[src/rtl/core/sbndm_pkg.sv]
// shared constants, codes and control types of the sbndm string matcher
package sbndm_pkg;

    localparam int MAX_PATTERN = 32;
    localparam int ALPHABET    = 256;
    localparam int WORD_BITS   = 32;

    localparam int MODE_W  = 2;
    localparam int BYTE_W  = 8;
    localparam int PIDX_W  = 5;
    localparam int CFG_W   = 6;
    localparam int POS_W   = 32;

    localparam int ADDR_W  = (ALPHABET > 1) ? $clog2(ALPHABET) : 1;
    localparam int IDX_W   = (MAX_PATTERN > 1) ? $clog2(MAX_PATTERN) : 1;
    localparam int FILL_W  = $clog2(MAX_PATTERN + 1);
    localparam int M_LIM   = (WORD_BITS < MAX_PATTERN) ? WORD_BITS : MAX_PATTERN;

    typedef enum logic [MODE_W-1:0] {
        MODE_PATTERN = 2'd0,
        MODE_TEXT    = 2'd1,
        MODE_CLEAR   = 2'd2,
        MODE_NOP     = 2'd3
    } mode_t;

    typedef struct packed {
        logic accept;
        logic write;
        logic step;
        logic emit;
    } ctrl_cmd_t;

    typedef struct packed {
        logic text_scans;
        logic scan_done;
        logic out_free;
    } ctrl_stat_t;

endpackage

[src/rtl/core/sbndm_ctrl.sv]
// controller state machine sequencing mask writes, window scans and result hand-off
module sbndm_ctrl
    import sbndm_pkg::*;
(
    input  logic              clk,
    input  logic              rst_n,
    input  logic              in_valid,
    input  logic [MODE_W-1:0] in_mode,
    output logic              in_ready,
    input  ctrl_stat_t        stat,
    output ctrl_cmd_t         cmd
);

    typedef enum logic [1:0] {
        ST_IDLE,
        ST_WRITE,
        ST_SCAN,
        ST_EMIT
    } state_t;

    state_t state_reg;
    state_t state_next;
    logic   accept;

    assign in_ready = (state_reg == ST_IDLE);
    assign accept   = in_valid && in_ready;

    always_comb
    begin
        state_next = state_reg;
        cmd        = '0;
        case (state_reg)
            ST_IDLE:
            begin
                cmd.accept = accept;
                if (accept)
                begin
                    case (mode_t'(in_mode))
                        MODE_PATTERN: state_next = ST_WRITE;
                        MODE_TEXT:    state_next = stat.text_scans ? ST_SCAN : ST_IDLE;
                        default:      state_next = ST_IDLE;
                    endcase
                end
            end
            ST_WRITE:
            begin
                cmd.write  = 1'b1;
                state_next = ST_IDLE;
            end
            ST_SCAN:
            begin
                cmd.step = 1'b1;
                if (stat.scan_done)
                begin
                    state_next = ST_EMIT;
                end
            end
            ST_EMIT:
            begin
                if (stat.out_free)
                begin
                    cmd.emit   = 1'b1;
                    state_next = ST_IDLE;
                end
            end
            default:
            begin
                state_next = ST_IDLE;
            end
        endcase
    end

    always_ff @(posedge clk or negedge rst_n)
    begin
        if (!rst_n)
        begin
            state_reg <= ST_IDLE;
        end
        else
        begin
            state_reg <= state_next;
        end
    end

    a_pattern_to_write: assert property (@(posedge clk) disable iff (!rst_n)
        (accept && in_mode == MODE_PATTERN) |=> state_reg == ST_WRITE)
        else $error("pattern write did not enter write state");

    a_scan_holds: assert property (@(posedge clk) disable iff (!rst_n)
        (state_reg == ST_SCAN && !stat.scan_done) |=> state_reg == ST_SCAN)
        else $error("scan left before completion");

    a_emit_waits: assert property (@(posedge clk) disable iff (!rst_n)
        (state_reg == ST_EMIT && !stat.out_free) |=> state_reg == ST_EMIT)
        else $error("result dropped while output stalled");

endmodule

[config.mk]
export PLATFORM = sky130hd
export DESIGN_NAME = sbndm_ctrl
export DESIGN_NICKNAME = d
export VERILOG_FILES = /design/src/rtl/core/sbndm_pkg.sv /design/src/rtl/core/sbndm_ctrl.sv
export SDC_FILE = /design/constraint.sdc
export NUM_CORES = 1
export LEC_CHECK = 0
export BUFFER_PORTS_ARGS = -buffer_cell sky130_fd_sc_hd__buf_2
export CAP_MARGIN = 5
export CORE_AREA = 3 3 40 42
export CTS_CLUSTER_DIAMETER = 80
export DETAILED_ROUTE_END_ITERATION = 8
export DIE_AREA = 0 0 43 45
export GPL_TIMING_DRIVEN = 0
export SLEW_MARGIN = 10
export SYNTH_ARGS = -nofsm -noshare
export SYNTH_HDL_FRONTEND = slang
export SYNTH_SLANG_ARGS = --single-unit
[constraint.sdc]
create_clock -name clk -period 1 [get_ports clk]
set_input_delay 0.25 -clock clk [delete_from_list [all_inputs] [get_ports clk]]
set_output_delay 0.25 -clock clk [all_outputs]
set_load 0.005 [all_outputs]
; ---- Word-level counts from Yosys, hierarchy flattened
; Cells that the tools add are included.
[totals]
input_bits = 8
wordCells = 23
ff_bits = 2
output_inout_bits = 5
[op_classes]
n_eq_ne = 7
n_reduce_logical = 4
n_mux = 11
[op_table]
columns = op, n
row1 = 2-bit two-way mux, 4
row2 = 2-bit one-hot mux with 4 select lines, 1
row3 = 1-bit two-way mux, 5
row4 = "2-bit by 1-bit equality test with 1-bit output, second input constant", 2
row5 = "2-bit equality test, second input constant", 2
row6 = 2-bit logical NOT, 2
row7 = "2-bit != test, second input constant", 2
row8 = 2-bit one-hot mux with 2 select lines, 1
row9 = 3-bit AND reduction, 1
row10 = "2-bit by 1-bit != test with 1-bit output, second input constant", 1
row11 = 1-bit logical AND, 1

; ---- Logic depth before layout (Yosys ltp)
; Gate-level depths: netlist of the first run.
[depth]
ltp_word = 4
depth_mapped = 2
mapped_depth_nobuf = 2

; ---- Worst setup path after synthesis of the first run
; OpenSTA, ideal clock, no wires.
[synth_path]
path_type = reg-to-reg
from = register state_reg[0]
to = register state_reg[0]
path_slack_ns = 0.026
setup_time_ns = 0.122
path_buffers = 0
arrival_ns = 0.853
period_less_slack_ns = 0.974
required_ns = 0.878
stages_incl_launch_ff = 3
path_cell_list = dfrtp_1 or2_0 a32o_1
[synth_between]
elab_chain_len = 4
word_cells_on_any_way = 10
classes_between = eq/ne (6) / mux (1) / reduce/logical (3)
[synth_rtl]
columns = element, line_no
row1 = "start, declared", sbndm_ctrl.sv:21  ; state_t state_reg;
row2 = "start signal, assigned", sbndm_ctrl.sv:81  ; state_reg <= state_next;
row3 = 2-bit logical NOT, "sbndm_ctrl.sv:25, sbndm_ctrl.sv:32"
row4 = 1-bit logical AND, sbndm_ctrl.sv:26  ; assign accept = in_valid && in_ready;
row5 = 2-bit by 1-bit != test with 1-bit output (no source line), -
row6 = 3-bit AND reduction (no source line), -
; Several ways; a longest one is shown, not always the timed one.
; A chain may end at the register's enable or synchronous reset.

==> flow_summary_export.csv, run 1 <==
group,metric,value,unit
clock_tree,cts_sinks,2,
clock_tree,path_clk_slew,30,ps
pwr,p_leak,0.144,nW
setup_path,r2r_end,"state_reg[0]",
floorplanning,io_pins,13,
min_path,min_from,"stat[2]",
layout,layout_common_cells,"buf_2 (12), clkbuf_4 (3)",
setup_path,reg2reg_depth,4,
setup_path,slowest_delay,400,ps
logic_synthesis,ys_warn_count,0,
logic_synthesis,synth_cell_types,10,
placement,post_dp_cell_area,200,µm²
layout,final_area,270,µm²
layout,fill_cells,147,
sta,finalSetupViolCount,6,
sta,fin_ws,-227,ps
clock_tree,clock-root-buffer,"clkbuf_4",
route,drcViolationCount,0,
clock_tree,cts_buffer_depth,2,
grt,grt_pass1_vias,162,
layout,drive_gt1_share,59.4,%
min_path,hp-class,"in -> reg",
logic_synthesis,avgSynthCellArea,9.34,µm²
route,ant_nets,0,
setup_path,slowest_stage,"dfrtp_1",
sta,slew_violations,0,
route,via_per_inst,3.72,
clock_tree,clkLatencyLatePin,220,ps
sta,fin_skew,1.31,ps
setup_path,path_buf_inv,1,
floorplanning,start_util,9.44,%
logic_synthesis,syn_area,121,µm²
setup_path,rr_startpoint,"state_reg[0]",
route,drtIter0Drc,1,
route,dr_total_vias,175,
route,drtPass1Iterations,2,
floorplanning,core_area,0.00128,mm²
placement,place.gp.congestion,0.631,
placement,hpwl,294,µm
setup_path,crit_type,"reg -> out",
floorplanning,die_w,43,µm
grt,grt_max_degree,6,
setup_path,critPathLaunchType,"register",
layout,largest_register_ffs,2,
grt,antenna_found_initial,0,
sta,slew_headroom,89.2,%
placement,dp.cells,40,
layout,fin_nets,42,
status,violations,"negative setup slack",
clock_tree,htree_num_levels,1,
sta,finalCriticalPeriod,1230,ps
grt,grt-ovfl-total,0,
sta,max_freq,815,MHz
layout,antenna_cells,0,
floorplanning,rows,13,
setup_path,path_max_fanout,5,
clock_tree,cts_tree,"done",
layout,area_delta_synth_final,123,%
floorplanning,dieArea,0.00194,mm²
layout,final_common_cell,"buf_2",
sta,worst_slew_pin_slew,163,ps
setup_path,cp_data_arrival_time,980,ps
min_path,worstHoldEndpoint,"state_reg[1]",
setup_path,rrSetupSlack,-200,ps
setup_path,worstPathRequired,750,ps
placement,port_buffers,12,
route,drt-total-wl,414,µm
logic_synthesis,syn-num-nets,21,
logic_synthesis,syn-instance-count,13,
min_path,hold-path-cell-count,2,
sta,rsz0062_at_grt,"yes",
clock_tree,numCtsBuffers,3,
logic_synthesis,synth-seq-cells,2,
floorplanning,die_height,45,µm
logic_synthesis,seq_area_frac_synth,41.2,%
setup_path,end_kind,"output port",
pwr,vdd_drop_max,0.000350,V
sta,hold_viol,0,
pwr,powerDensity,2590,mW/mm²
layout,stdcell_count,47,
grt,grt_use_total,5.08,%
setup_path,cp_top_family,"flip-flops",
route,post_drt_wl_per_cell,8.81,µm
status,status,"finished, violations left",
layout,final_util,21.0,%
setup_path,crit_chain,"nor2_1, and2_1, buf_2",
flow_run,cap_violations,0,
sta,period_share,123,%
grt,grt_pass1_wl,614,µm
-- kinds of logic after synthesis --
family          count (synthesis)  share of synthesized area (%)
flops                           2                           41.2
compound gates                  2                           16.5
simple gates                    9                           42.3
-- Yosys cell counts --
| cell | count | share of area, % |
|---|---|---|
| or2_0 | 1 | 5.2 |
| and3_1 | 1 | 5.2 |
| a32o_1 | 2 | 16 |
| dfrtp_1 | 2 | 41 |
| and2_1 | 1 | 5.2 |
| nor2_1 | 2 | 6.2 |
| nor3b_1 | 1 | 6.2 |
| and2b_1 | 1 | 6.2 |
| nor2b_1 | 1 | 5.2 |
| nand2_1 | 1 | 3.1 |
-- worst max path at each step --
stage | to | cells after the start | slack (ps) | startpoint
global route | cmd[3] | 3 | -280 | state_reg[1]
global placement | cmd[3] | 3 | -20 | state_reg[1]
finish | cmd[3] | 3 | -230 | state_reg[0]
CTS | cmd[3] | 3 | -240 | state_reg[1]
floorplan | state_reg[0] | 2 | 30 | state_reg[0]
detailed placement | cmd[3] | 3 | -30 | state_reg[1]
-- through the flow --
| step | setup TNS [ps] | setup WS [ps] | hold slack (ps) | total power [mW] |
|---|---|---|---|---|
| floorplan | 0 | 25.7 | -45.6 | 0.294 |
| global placement | -33.1 | -18.8 | 37.0 | 0.404 |
| detailed placement | -53.3 | -32.4 | 35.3 | 0.410 |
| CTS | -1070 | -243 | 281 | 0.701 |
| global route | -1370 | -284 | 286 | 0.767 |
| finish | -1030 | -227 | 286 | 0.699 |
-- worst register-to-register path, delay by kind of cell, from the launching register on --
kind / cells / cell delay (ps)
AND/OR/NAND/NOR: 1 / 200
AO/OA/AOI/OAI: 1 / 220
buffers and inverters: 2 / 270
flip-flops: 1 / 400
-- where the power goes --
group | switching (mW) | leakage (nW) | internal (mW)
Clock | 0.0453 | 0.0138 | 0.132
Sequential | 0.0409 | 0.0256 | 0.120
Combinational | 0.135 | 0.105 | 0.226
-- final cells by class --
class	instances	area (µm²)	area share, %
clock buffers	3	22.5	8.33
well taps	15	18.8	6.94
repair buffers	16	96.3	35.6
flip-flops and latches	2	50.0	18.5
multi-input cells	11	82.6	30.6
-- timing repair --
action	in CTS	in global routing
hold buffers	1	0
resized for setup	2	1
buffers inserted	3	0
setup endpoints to repair	6	7
endpoints found under the hold margin	2	0
pin swaps	2	2
-- layer usage --
layer	global-route usage (%)	wire length, µm	part of all wire (%)
met1	4.11	111	27
met2	6.29	230	56
met3	3.19	57	14
met4	9.04	14	3.4
met5	0	0	0
Note: power is estimated with default switching activity, not from simulation.
==> inputs of run 2 (changes only) <==
ABC_AREA = 0   (was default)
CELL_PAD_IN_SITES_DETAIL_PLACEMENT = 1   (was default)
CELL_PAD_IN_SITES_GLOBAL_PLACEMENT = 1   (was default)
PLACE_DENSITY_LB_ADDON = 0.1   (was default)
==> run 2 against run 1 <==
Compared with the run above:
- the flow still finishes with violations (negative setup slack)
- clock skew rose by 1.1 ps
- final area is 1.4% lower
- clock power decreased by 3%
- critical endpoint unchanged
- clock-buffer cell count stayed put
- utilization is 0.29 points lower
- final cell count did not move
- sequential power rose by 12%
- sequential cell count stayed put
- combinational power rose by 6.1%
==> flow_summary_export.csv, run 2 (same netlist as run 1, synthesis figures left out) <==
group,metric,value,unit
setup_path,cp_data_arrival_time,990,ps
layout,layout_common_cells,"buf_2 (11), clkbuf_4 (3), buf_4 (3), a32o_1 (2), dfrtp_2 (2)",
placement,port_buffers,12,
pwr,vdd_drop_max,0.000525,V
setup_path,crit_chain,"nor2_2, and2_1, buf_2",
pwr,p_leak,0.139,nW
pwr,powerDensity,2770,mW/mm²
flow_run,cap_violations,0,
setup_path,path_buf_inv,1,
layout,antenna_cells,0,
sta,finalCriticalPeriod,1240,ps
pwr,p_clk_share,23.4,%
layout,final_util,20.7,%
layout,final_common_cell,"buf_2",
grt,grt_use_total,5.75,%
route,dr_total_vias,179,
sta,hold_viol,0,
setup_path,crit_type,"reg -> out",
route,drtPass1Iterations,4,
setup_path,slowest_stage,"dfrtp_2",
sta,slew_headroom,82.7,%
placement,place.gp.congestion,0.609,
sta,period_share,124,%
floorplanning,die_height,45,µm
pwr,power_frac_comb,52.0,%
grt,grt_max_degree,7,
sta,worst_slew_pin_slew,259,ps
grt,antenna_found_initial,0,
sta,finalSetupViolCount,6,
sta,max_freq,808,MHz
sta,fin_skew,2.46,ps
sta,fin_ws,-238,ps
setup_path,slowest_delay,420,ps
setup_path,critPathLaunchType,"register",
route,ant_nets,0,
clock_tree,cts_sinks,2,
route,drt-total-wl,423,µm
floorplanning,die_w,43,µm
clock_tree,numCtsBuffers,3,
layout,area_delta_synth_final,120,%
layout,drive_gt1_share,65.6,%
setup_path,worstPathRequired,750,ps
route,via_per_inst,3.81,
min_path,min_from,"stat[2]",
min_path,hp-class,"in -> reg",
clock_tree,clock-root-buffer,"clkbuf_4",
layout,fin_nets,42,
clock_tree,path_clk_slew,30,ps
pwr,swShare,30.0,%
pwr,p_seq_share,24.6,%
placement,dpl_worst_slack,-55.7,ps
layout,largest_register_ffs,2,
clock_tree,clkLatencyLatePin,220,ps
clock_tree,cts_buffer_depth,2,
pwr,total_power,0.737,mW
sta,slew_violations,0,
status,violations,"negative setup slack",
setup_path,cp_top_family,"flip-flops",
setup_path,path_max_fanout,6,
grt,grt-ovfl-total,0,
route,drcViolationCount,0,
floorplanning,rows,13,
setup_path,end_kind,"output port",
sta,rsz0062_at_grt,"yes",
placement,hpwl,324,µm
floorplanning,dieArea,0.00194,mm²
route,post_drt_wl_per_cell,9.00,µm
pwr,p_int,0.516,mW
clock_tree,cts_tree,"done",
floorplanning,start_util,9.44,%
clock_tree,htree_num_levels,1,
floorplanning,io_pins,13,
floorplanning,core_area,0.00128,mm²
setup_path,cp-startpoint,"state_reg[0]",
route,drtIter0Drc,3,
grt,grt_pass1_vias,183,
status,status,"finished, violations left",
setup_path,rr_startpoint,"state_reg[0]",
pwr,power.net_switching,0.221,mW
grt,grt_pass1_wl,759,µm
## run 2: metal layers
metal | vias up | share of wire (%) | wire (µm) | global-route usage (%)
met4 | 0 | 0 | 0 | 5.42
met5 | - | 0 | 0 | 0
met3 | 0 | 14 | 61 | 3.19
met2 | 10 | 47 | 200 | 8.68
met1 | 83 | 38 | 161 | 5.54
li1 | 86 | - | - | -
## run 2: what timing repair did
| action | 4_1_cts | 5_1_grt |
|---|---|---|
| setup buffers | 2 | 1 |
| resized for setup | 2 | 2 |
| hold buffers | 1 | 0 |
| endpoints found under the setup margin | 7 | 7 |
| hold endpoints to repair | 2 | 0 |
| pin swaps | 0 | 4 |
## run 2: area by class of cell
class                           instances  area, µm²
Clock buffer                            3       22.5
Fill cell                             161       1020
Multi-Input combinational cell         11       73.8
Sequential cell                         2       52.6
Tap cell                               15       18.8
Timing Repair Buffer                   16       98.8
## run 2: power groups by stage
stage          sequential, mW  combinational (mW)  clock [mW]
2_1_floorplan           0.164               0.130           0
3_3_place_gp            0.185               0.237           0
3_5_place_dp            0.184               0.236           0
4_1_cts                 0.177               0.316       0.185
5_1_grt                 0.196               0.424       0.199
6_report                0.181               0.383       0.173
## run 2: stage by stage
| step | setup TNS (ps) | hold WS [ps] | cells | area, µm² |
|---|---|---|---|---|
| 6_report | -1060 | 295 | 47 | 267 |
| 5_1_grt | -1460 | 311 | 47 | 267 |
| 4_1_cts | -1160 | 291 | 46 | 251 |
| 3_5_place_dp | -116 | 37.6 | 40 | 200 |
| 3_3_place_gp | -118 | 36.0 | 40 | 200 |
| 2_1_floorplan | 0 | -45.6 | 13 | 121 |
## run 2: worst paths after layout
kind | endpoint | slack [ps] | cells past startpoint
worst min-delay path | state_reg[1] | 300 | 2
worst max register to register | state_reg[0] | -110 | 3
worst min register to register | state_reg[1] | 670 | 2
min in group asynchronous | state_reg[0] | 340 | 2
max in group asynchronous | state_reg[1] | 550 | 2
worst max-delay path | cmd[3] | -240 | 3
